### src/lzssd_pkg.sv
// shared types and constants for the lzss decompressor
package lzssd_pkg;

    localparam int WIN_BITS = 12;
    localparam logic [WIN_BITS:0] WIN_SIZE = 13'd4096;
    localparam logic [WIN_BITS-1:0] OFFSET_BIAS = 12'd4078;
    localparam logic [4:0] MIN_LEN = 5'd3;
    localparam logic [3:0] FLAG_COUNT = 4'd8;

    typedef enum logic [1:0] {
        CMD_LIT,
        CMD_COPY,
        CMD_CLR
    } t_cmd_kind;

    typedef struct packed {
        t_cmd_kind           kind;
        logic [7:0]          lit;
        logic [WIN_BITS-1:0] offset;
        logic [3:0]          len_code;
        logic                last;
    } t_cmd;

    typedef enum logic {
        PH_TOKEN,
        PH_REF_HI
    } t_phase;

    typedef enum logic {
        BK_IDLE,
        BK_COPY
    } t_back_state;

endpackage

### src/lzssd_queue.sv
// small command queue between parser and copy engine
module lzssd_queue
    import lzssd_pkg::*;
#(
    parameter int DEPTH = 4
) (
    input  logic i_clk,
    input  logic i_rst_n,
    input  logic i_push,
    input  t_cmd i_cmd,
    output logic o_ready,
    output logic o_valid,
    output t_cmd o_cmd,
    input  logic i_pop
);

    localparam int PW = (DEPTH > 1) ? $clog2(DEPTH) : 1;
    localparam int CW = $clog2(DEPTH + 1);
    localparam logic [PW-1:0] LAST_PTR = PW'(DEPTH - 1);
    localparam logic [CW-1:0] FULL_CNT = CW'(DEPTH);

    t_cmd          r_slot [DEPTH];
    logic [PW-1:0] r_wr_ptr;
    logic [PW-1:0] r_rd_ptr;
    logic [CW-1:0] r_count;
    logic          w_push;
    logic          w_pop;

    assign o_ready = (r_count != FULL_CNT);
    assign o_valid = (r_count != '0);
    assign o_cmd   = r_slot[r_rd_ptr];
    assign w_push  = i_push && o_ready;
    assign w_pop   = i_pop && o_valid;

    always_ff @(posedge i_clk) begin
        if (w_push) begin
            r_slot[r_wr_ptr] <= i_cmd;
        end
    end

    always_ff @(posedge i_clk) begin
        if (!i_rst_n) begin
            r_wr_ptr <= '0;
            r_rd_ptr <= '0;
            r_count  <= '0;
        end else begin
            if (w_push) begin
                r_wr_ptr <= (r_wr_ptr == LAST_PTR) ? '0 : r_wr_ptr + 1'b1;
            end
            if (w_pop) begin
                r_rd_ptr <= (r_rd_ptr == LAST_PTR) ? '0 : r_rd_ptr + 1'b1;
            end
            if (w_push && !w_pop) begin
                r_count <= r_count + 1'b1;
            end else if (w_pop && !w_push) begin
                r_count <= r_count - 1'b1;
            end
        end
    end

endmodule

### config.mk
export PLATFORM = sky130hd
export DESIGN_NAME = lzssd_queue
export DESIGN_NICKNAME = d
export VERILOG_FILES = /design/src/lzssd_pkg.sv /design/src/lzssd_queue.sv
export SDC_FILE = /design/constraint.sdc
export NUM_CORES = 1
export LEC_CHECK = 0
export ABC_AREA = 1
export BUFFER_PORTS_ARGS = -buffer_cell sky130_fd_sc_hd__buf_4
export CORE_AREA = 2 2 93 95
export CTS_CLUSTER_DIAMETER = 30
export DETAILED_ROUTE_END_ITERATION = 8
export DIE_AREA = 0 0 95 97
export HOLD_SLACK_MARGIN = 0.03
export PLACE_DENSITY = 0.83
export SYNTH_ARGS = -nofsm -noshare
export SYNTH_HDL_FRONTEND = slang
export SYNTH_SLANG_ARGS = --single-unit
### constraint.sdc
create_clock -name i_clk -period 2.9 [get_ports i_clk]
set_input_delay 0.435 -clock i_clk [delete_from_list [all_inputs] [get_ports i_clk]]
set_output_delay 0.435 -clock i_clk [all_outputs]
set_load 0.02 [all_outputs]
==> impl_results.md <==
- CTS Buf Count: 17
- Worst hold slack: between 100 and 150 ps
- Die ar.: about 9200 um^2
- # Post-CTS Setup Buffers: 0
- Worst relative slew slack: between 60% and 70%
- GRT Total Usage: 21.1%
- P&R area growth vs syn: 23.6%
- RSZ-0062 raised after global routing: false
- DRC violations left: 0
- Crit path launch type: flip-flop
- Synth area leaders: edfxtp_1, nor2_1, dfxtp_1
- Synth Area in Compound Gates: 10.1%
- I/O Buffers: 59
- Syn_nets: between 300 and 400
- Final min period: between 2000 and 2500 ps
- Worst-case reg-to-reg path depth: 9
- Worst-Margin Slew: 460 ps
- Root Driver: clkbuf_8
- Clock share of power: 34.0%
- CTS tree: done
- Max IR drop VDD: a little under 0.6 mV
- Avg Synthesized Cell Area: ~14 um^2
- Comb pwr share: between 20% and 30%
- Tcrit/Tclk final: 83.5%
- Crit path kind: flip-flop to output port
- Clk_lat worst skew: roughly 500 ps
- Max Freq: roughly 410 MHz
- Status: finished, final reports clean
- Hold Path Sink: r_slot[2][22]$_DFFE_PP_
- Post-synthesis mux area share: 0%
- Router iterations before antenna repair: 4
- Syn Std Cell Area: 4550 um^2
- Power per Cell Area: 1030 nW/um^2
- Initial antenna violation count: 0
- Global-route wire length before repair: 14200 um
- Clk buf depth: 2
- Design area: 5620 um^2
- Internal power: between 3 and 4 mW
- Sw Share: a little under a third
- Crit-path max FO: 23
- Hold-fix buffers, CTS: 0
- HPWL after DPL: between 5000 and 6000 um
- Final net count: ~440
- GRT Residual Overflow: 0
- Finish-stage setup viols: 0
- Core area: 8130 um^2
- # H-tree levels: 4
- Reg2reg end: r_count[1]$_SDFFE_PN0P_
- Sequential area share after synthesis: between 70% and 80%
- Max-slew violation count: 0
- Hold path start: i_cmd[22]
- Crit. End Element: output port
- Post-route ant nets: 0
- # clock sinks: 117
- Yosys cell types: 20
- Simple-Gate Fraction of Synth Area: about 7.6%
- Worst clock skew: about 4.6 ps
- Leakage: between 2 and 2.5 nW
- Largest net degree at the start of global routing: between 50 and 60
- Gp weighted congestion: approximately 0.75
- Worst hold path cell count: 1
- CTS clk-pin slew, worst paths: roughly 50 ps
- Die H: between 90 and 100 um
- Standard-cell rows: 33
- MaxCap Viol Count: 0
- Layout cells sized above 1: approximately 24%
- YS warnings: 0
- Die W: 95 um
- Reg2reg setup slack: 920 ps
- Post-synthesis cell count: 331
- Number of fill cells: 544
- Routed WL: 9120 um
- Adder-cell share of the synthesized area: under 10%
- Yosys top cell by area: edfxtp_1
- Number of global-route vias before repair: between 2000 and 3000
- Wire length per cell: roughly 18 um
- Post-cts sizing count: 0
- Worst min path class: input pin to flip-flop
- Largest family of logic cells by synthesized area: compound AO/OA/AOI/OAI gates
- Seq pwr share: a little under two fifths
- Reg2reg start: r_count[1]$_SDFFE_PN0P_
- Arr. time, crit path: 1990 ps
- I/O pin cnt: 60
- Initial Utilization: a little under three fifths
- Synth Area in XOR/XNOR: 0%
- Post-synth top area share: 71.3%
- Required time of the critical path: roughly 2500 ps
- Vias: between 2000 and 3000
- Via-to-Cell Ratio: roughly 5.5
- Hold Fails Final Rpt: 0
- DR iter-0 viols: around 130
- Antenna diode count: 0
- P_sw: ~1.8 mW
- Total negative slack: 0 ps
- Area after DPL: about 5100 um^2
- #FFs+latches synth: 117
[cell families after synthesis]
family	Yosys count
flops	117
simple gates	89
compound gates	85
buf+inv	33
fa+ha+maj	7
[cell usage after synthesis]
cell type	number
a21oi_1	2
buf_2	4
buf_6	10
clkbuf_4	2
clkinv_4	1
dfxtp_1	9
edfxtp_1	108
fa_1	1
ha_1	6
inv_1	15
inv_8	1
nand2_1	14
nand2_2	1
nand3_1	1
nand3b_1	1
nand4_1	1
nor2_1	71
o21ai_0	33
o21ai_1	23
o22ai_1	27
[layer usage]
layer,up-vias,global-route usage [%],wire length (um)
met2,96,35.9,4830
met4,0,8.58,108
met3,10,6.31,548
li1,1347,-,-
met1,1374,24.8,3630
met5,-,0,0
[how the worst max path moves through the flow]
stage / cells past startpoint / endpoint / startpoint / slack, ps
global route: 4 / o_cmd[1] / flip-flop / 350
finish: 4 / o_cmd[19] / flip-flop / 480
detailed placement: 9 / r_count[1]$_SDFFE_PN0P_ / r_count[1]$_SDFFE_PN0P_ / 920
CTS: 4 / o_cmd[19] / flip-flop / 470
global placement: 9 / r_count[1]$_SDFFE_PN0P_ / r_count[1]$_SDFFE_PN0P_ / 1000
floorplan: 4 / r_slot[0][0]$_DFFE_PP_ / r_count[1]$_SDFFE_PN0P_ / 540
[layout by cell type, fill, tap and decap left out, drive strengths merged, types with 3 or more instances in the layout]
cell type  count
buf           66
bufinv         3
clkbuf        19
clkinv        10
dfxtp          9
edfxtp       108
ha             6
inv           16
nand2         15
nor2          71
o21ai         56
o22ai         27
[metrics by stage]
| step | instances | utilization, % | setup WS (ps) | power (mW) |
|---|---|---|---|---|
| 6_report | 518 | 69.1 | 478 | 5.78 |
| 5_1_grt | 518 | 69.1 | 347 | 6.05 |
| 4_1_cts | 518 | 69.1 | 466 | 5.82 |
| 3_5_place_dp | 486 | 62.2 | 916 | 3.84 |
| 3_3_place_gp | 486 | 62.2 | 995 | 3.79 |
| 2_1_floorplan | 331 | - | 541 | 3.26 |
[cell type report]
type	instances	area, um^2	area share, %
inverter	17	76.3	1.36
multi-input combinational	181	928	16.5
clock buffer	19	422	7.51
timing repair buffer	66	495	8.82
tap	105	131	2.34
clock inverter	13	139	2.47
sequential	117	3420	61.0
[sequential cells by signal, indices dropped and copies added, names as in the netlist, named ones only]
register / cells
r_rd_ptr: 2
r_slot: 108
r_wr_ptr: 2
r_count: 3
[power groups by stage]
stage / Sequential [mW] / Clock (mW) / Combinational, mW
after floorplan: 2.16 / 0 / 1.11
after global placement: 2.19 / 0 / 1.59
after detailed placement: 2.20 / 0 / 1.63
after CTS: 2.17 / 2.00 / 1.65
after global routing: 2.20 / 2.07 / 1.78
final: 2.17 / 1.96 / 1.64
[critical path, cell delays in order (launching register included)]
cell and delay [ps]:
dfxtp_2 610, buf_4 340, o21ai_0 140, o22ai_1 210, buf_4 180
Power figures use the tool's default switching activity.
