`config.mk`:
```
export PLATFORM = sky130hd
export DESIGN_NAME = lzssd_front
export DESIGN_NICKNAME = d
export VERILOG_FILES = /design/src/lzssd_pkg.sv /design/src/lzssd_front.sv
export SDC_FILE = /design/constraint.sdc
export NUM_CORES = 1
export LEC_CHECK = 0
export ABC_AREA = 0
export BUFFER_PORTS_ARGS = -buffer_cell sky130_fd_sc_hd__buf_2
export CAP_MARGIN = 15
export CELL_PAD_IN_SITES_DETAIL_PLACEMENT = 1
export CELL_PAD_IN_SITES_GLOBAL_PLACEMENT = 1
export CORE_MARGIN = 2
export CORE_UTILIZATION = 25
export CTS_CLUSTER_SIZE = 30
export DETAILED_ROUTE_END_ITERATION = 16
export MAX_ROUTING_LAYER = met4
export PLACE_DENSITY = 0.63
export SYNTH_ARGS = -nofsm -noshare
export SYNTH_HDL_FRONTEND = slang
export SYNTH_SLANG_ARGS = --single-unit
```
`constraint.sdc`:
```
create_clock -name i_clk -period 2.2 [get_ports i_clk]
set_clock_uncertainty 0.05 [all_clocks]
set_input_delay 0.22 -clock i_clk [delete_from_list [all_inputs] [get_ports i_clk]]
set_output_delay 0.22 -clock i_clk [all_outputs]
set_load 0.02 [all_outputs]
```
`src/lzssd_pkg.sv`:
```
// shared types and constants for the lzss decompressor
package lzssd_pkg;

    localparam int WIN_BITS = 12;
    localparam logic [WIN_BITS:0] WIN_SIZE = 13'd4096;
    localparam logic [WIN_BITS-1:0] OFFSET_BIAS = 12'd4078;
    localparam logic [4:0] MIN_LEN = 5'd3;
    localparam logic [3:0] FLAG_COUNT = 4'd8;

    typedef enum logic [1:0] {
        CMD_LIT,
        CMD_COPY,
        CMD_CLR
    } t_cmd_kind;

    typedef struct packed {
        t_cmd_kind           kind;
        logic [7:0]          lit;
        logic [WIN_BITS-1:0] offset;
        logic [3:0]          len_code;
        logic                last;
    } t_cmd;

    typedef enum logic {
        PH_TOKEN,
        PH_REF_HI
    } t_phase;

    typedef enum logic {
        BK_IDLE,
        BK_COPY
    } t_back_state;

endpackage

```
`src/lzssd_front.sv`:
```
// input parser: flag bits, literals and reference pairs turned into commands
module lzssd_front
    import lzssd_pkg::*;
(
    input  logic       i_clk,
    input  logic       i_rst_n,
    input  logic       i_valid,
    output logic       o_ready,
    input  logic [7:0] i_byte,
    input  logic       i_last,
    output logic       o_push,
    output t_cmd       o_cmd,
    input  logic       i_q_ready
);

    t_phase     r_phase, n_phase;
    logic [7:0] r_flag_bits, n_flag_bits;
    logic [3:0] r_flags_left, n_flags_left;
    logic [7:0] r_held, n_held;
    logic       w_accept;
    logic       w_has_cmd;

    assign o_ready  = i_q_ready;
    assign w_accept = i_valid && i_q_ready;
    assign o_push   = w_accept && w_has_cmd;

    // next phase
    always_comb begin
        n_phase = r_phase;
        if (w_accept) begin
            unique case (r_phase)
                PH_REF_HI: n_phase = PH_TOKEN;
                PH_TOKEN: begin
                    if (r_flags_left != 4'd0 && !r_flag_bits[0]) begin
                        n_phase = PH_REF_HI;
                    end
                end
                default: n_phase = PH_TOKEN;
            endcase
            if (i_last) begin
                n_phase = PH_TOKEN;
            end
        end
    end

    // command and flag state
    always_comb begin
        n_flag_bits  = r_flag_bits;
        n_flags_left = r_flags_left;
        n_held       = r_held;
        w_has_cmd    = 1'b0;
        o_cmd.kind     = CMD_CLR;
        o_cmd.lit      = i_byte;
        o_cmd.offset   = {i_byte[7:4], r_held};
        o_cmd.len_code = i_byte[3:0];
        o_cmd.last     = i_last;
        unique case (r_phase)
            PH_REF_HI: begin
                o_cmd.kind   = CMD_COPY;
                w_has_cmd    = 1'b1;
                n_flag_bits  = {1'b0, r_flag_bits[7:1]};
                n_flags_left = r_flags_left - 4'd1;
            end
            PH_TOKEN: begin
                if (r_flags_left == 4'd0) begin
                    n_flag_bits  = i_byte;
                    n_flags_left = FLAG_COUNT;
                    w_has_cmd    = i_last;
                end else if (r_flag_bits[0]) begin
                    o_cmd.kind   = CMD_LIT;
                    w_has_cmd    = 1'b1;
                    n_flag_bits  = {1'b0, r_flag_bits[7:1]};
                    n_flags_left = r_flags_left - 4'd1;
                end else begin
                    n_held    = i_byte;
                    w_has_cmd = i_last;
                end
            end
            default: w_has_cmd = i_last;
        endcase
        // end of stream puts the parser back to its start
        if (i_last) begin
            n_flag_bits  = 8'd0;
            n_flags_left = 4'd0;
            n_held       = 8'd0;
        end
    end

    always_ff @(posedge i_clk) begin
        if (!i_rst_n) begin
            r_phase      <= PH_TOKEN;
            r_flag_bits  <= 8'd0;
            r_flags_left <= 4'd0;
            r_held       <= 8'd0;
        end else if (w_accept) begin
            r_phase      <= n_phase;
            r_flag_bits  <= n_flag_bits;
            r_flags_left <= n_flags_left;
            r_held       <= n_held;
        end
    end

endmodule

```
==> metrics.cfg <==
[cts]
htree_levels = 1
cts-root-buf = clkbuf_8
hold_buffers = 0
path_clk_slew_ps = 80
cts_buffers = 3
worstSkewPairLatency_ps = 260
cts_tree = yes
clockBufferDepth = 2
clock_sinks = 21

[setup_path]
crit_family = simple AND/OR/NAND/NOR gates
critical_path_class = register to output pin
crit_chain = inv_1 -> ha_1 -> or3b_4 -> a21oi_4 -> a21oi_1 -> buf_2
critPathBufInv = 2
worst_setup_path_end_kind = output pin
cp_max_fo = 8
crit_arrival_ps = 1760
startpoint_type = register
required_ps = 1930
cp_slowest_cell = or3b_4
slowest_delay_ps = 440

[global_routing]
grt_pass1_wl_mm = 3.629
grt_pass1_vias = 758
grt_antenna_before_repair = 0
grt_remaining_overflow = 0
grt_max_degree = 13
grt_usage = 0.1074

[drt]
firstDrtPassIters = 4
num_vias = 834
avgRoutedWirePerCell_um = 13.07
drc = 0
vias_per_cell = 4.659
drt_iter0_drc = 37
wl_mm = 2.340
ant_nets = 0

[die]
die_w_um = 67.87
start_util = 0.2568
row_count = 23
die_area_um2 = 4606
coreArea_um2 = 3971
io_pins = 42
fp.dieH_um = 67.87

[logic_synthesis]
yosysTopAreaCellShare = 0.4123
synthCells = 105
synth_seq_cells = 21
synth_edf_count = 0
synth_area_per_cell_um2 = 9.712
synth_area_um2 = 1020
ys_warn_count = 0
seq_area_frac_synth = 0.4123
ys_types = 28
yosys.area.top_type = dfxtp_1
async_flop_share = 0
synth_common_cells = dfxtp_1, buf_4, a22o_1, inv_1
syn-num-nets = 120
yosys-top-cells-area = dfxtp_1, buf_4, a22o_1
yosys.cell_count.top_type = dfxtp_1
ys.flop_type = dfxtp_1

[power]
power.leakage_uw = 0.0005952
ir_drop_v = 0.0003410
seqPwrFrac = 0.510
power_density_nw_per_um2 = 665.9
finalPower_uw = 784.8
combPwrFrac = 0.166
p_sw_uw = 221.5
swShare = 0.2822
power.internal_uw = 563.3
clock_power_share = 0.324

[sta]
post-route-period-util = 0.9233
hold_ws_ps = 160.3
setup_viol = 0
fmax_mhz = 492.3
fin_crit_ps = 2031
tns_ps = 0
worst_pin_slew_ps = 679.9
slew_viol_final = 0
max_slew_margin = 0.5451
fin_ws_ps = 168.6
rsz0062_at_grt = false
final-hold-violation-count = 0

[flow_run]
drv_cap = 0

[placed_design]
place_area_um2 = 1122
dp_slack_ps = 149.4
portBuffers = 41
dp_hpwl_mm = 1.737
gp_congestion = 0.7319

[layout]
nets = 145
postLayoutCellArea_um2 = 1179
area_growth_pct = 15.58
final_layout_size_suffix_gt1_frac = 0.3798
antenna_cells = 0

[hold_path]
hp-class = input pin to register

[status]
status = finished, final reports clean

-- metal layers --
layer / up-vias / share of wire / global-route usage
met3: 2 / 0.079 / 0.02961
met4: 0 / 0.0034 / 0.01500
met1: 391 / 0.45 / 0.1418
li1: 408 / - / -
met5: - / 0 / -
met2: 33 / 0.47 / 0.1691
-- sequential cells by signal (all words and copies together) (netlist names) --
name	cells
r_flags_left	4
r_phase	1
r_flag_bits	8
r_held	8
-- path summary, 6_finish.rpt --
kind / from / endpoint / slack, ps / cells past startpoint
hold / removal: i_byte[7] / r_flag_bits[7]$_SDFFE_PN0P_ / 160 / 2
setup reg to reg: r_flags_left[0]$_SDFFE_PN0P_ / r_flag_bits[2]$_SDFFE_PN0P_ / 220 / 6
hold reg to reg: r_flag_bits[5]$_SDFFE_PN0P_ / r_flag_bits[4]$_SDFFE_PN0P_ / 420 / 1
setup / recovery: r_flags_left[0]$_SDFFE_PN0P_ / o_push / 170 / 6
-- power by group through the flow --
stage	combinational, uW	clock, uW	sequential (uW)
6_report	130	254	400
5_1_grt	143	283	402
2_1_floorplan	107	0	409
4_1_cts	130	268	400
3_5_place_dp	128	0	408
3_3_place_gp	125	0	408
-- cell type report --
| type | instances | area (um2) |
|---|---|---|
| fillers | 481 | 2793 |
| flip-flops and latches | 21 | 420.4 |
| multi-input cells | 56 | 417.9 |
| repair buffers | 41 | 205.2 |
| well taps | 50 | 62.56 |
| clock buffers | 3 | 41.29 |
| inverters | 7 | 26.28 |
| clock inverters | 1 | 5.005 |
-- placed cells by master (no fill, tap or decap), drive strengths merged, types with 2 or more instances in the layout --
cell and n:
nand2 6, a21oi 4, buf 41, inv 7
nor2 3, ha 2, nor2b 2, clkbuf 3
o21ai 2, nor3 2, dfxtp 21, a21o 6
a22o 16
-- stage by stage --
stage,cells,util
global route,179,0.2968
global placement,175,0.2826
finish,179,0.2968
floorplan,105,-
CTS,179,0.2962
detailed placement,175,0.2826
-- cell families (layout without fill, tap and decap cells) --
group / after synthesis / after routing / synth area share
adder cells (fa/ha/maj): 2 / 2 / 0.02454
buffers and inverters: 28 / 52 / 0.1877
flip-flops: 21 / 21 / 0.4123
AND/OR/NAND/NOR: 18 / 18 / 0.09448
multiplexers: 1 / 1 / 0.01104
AO/OA/AOI/OAI: 35 / 35 / 0.2699
-- repair_timing --
action	CTS	global route
setup buffers	0	0
setup endpoints to repair	1	14
gates resized for setup	1	1
endpoints found under the hold margin	0	0
Note: power is estimated with default switching activity, not from simulation.
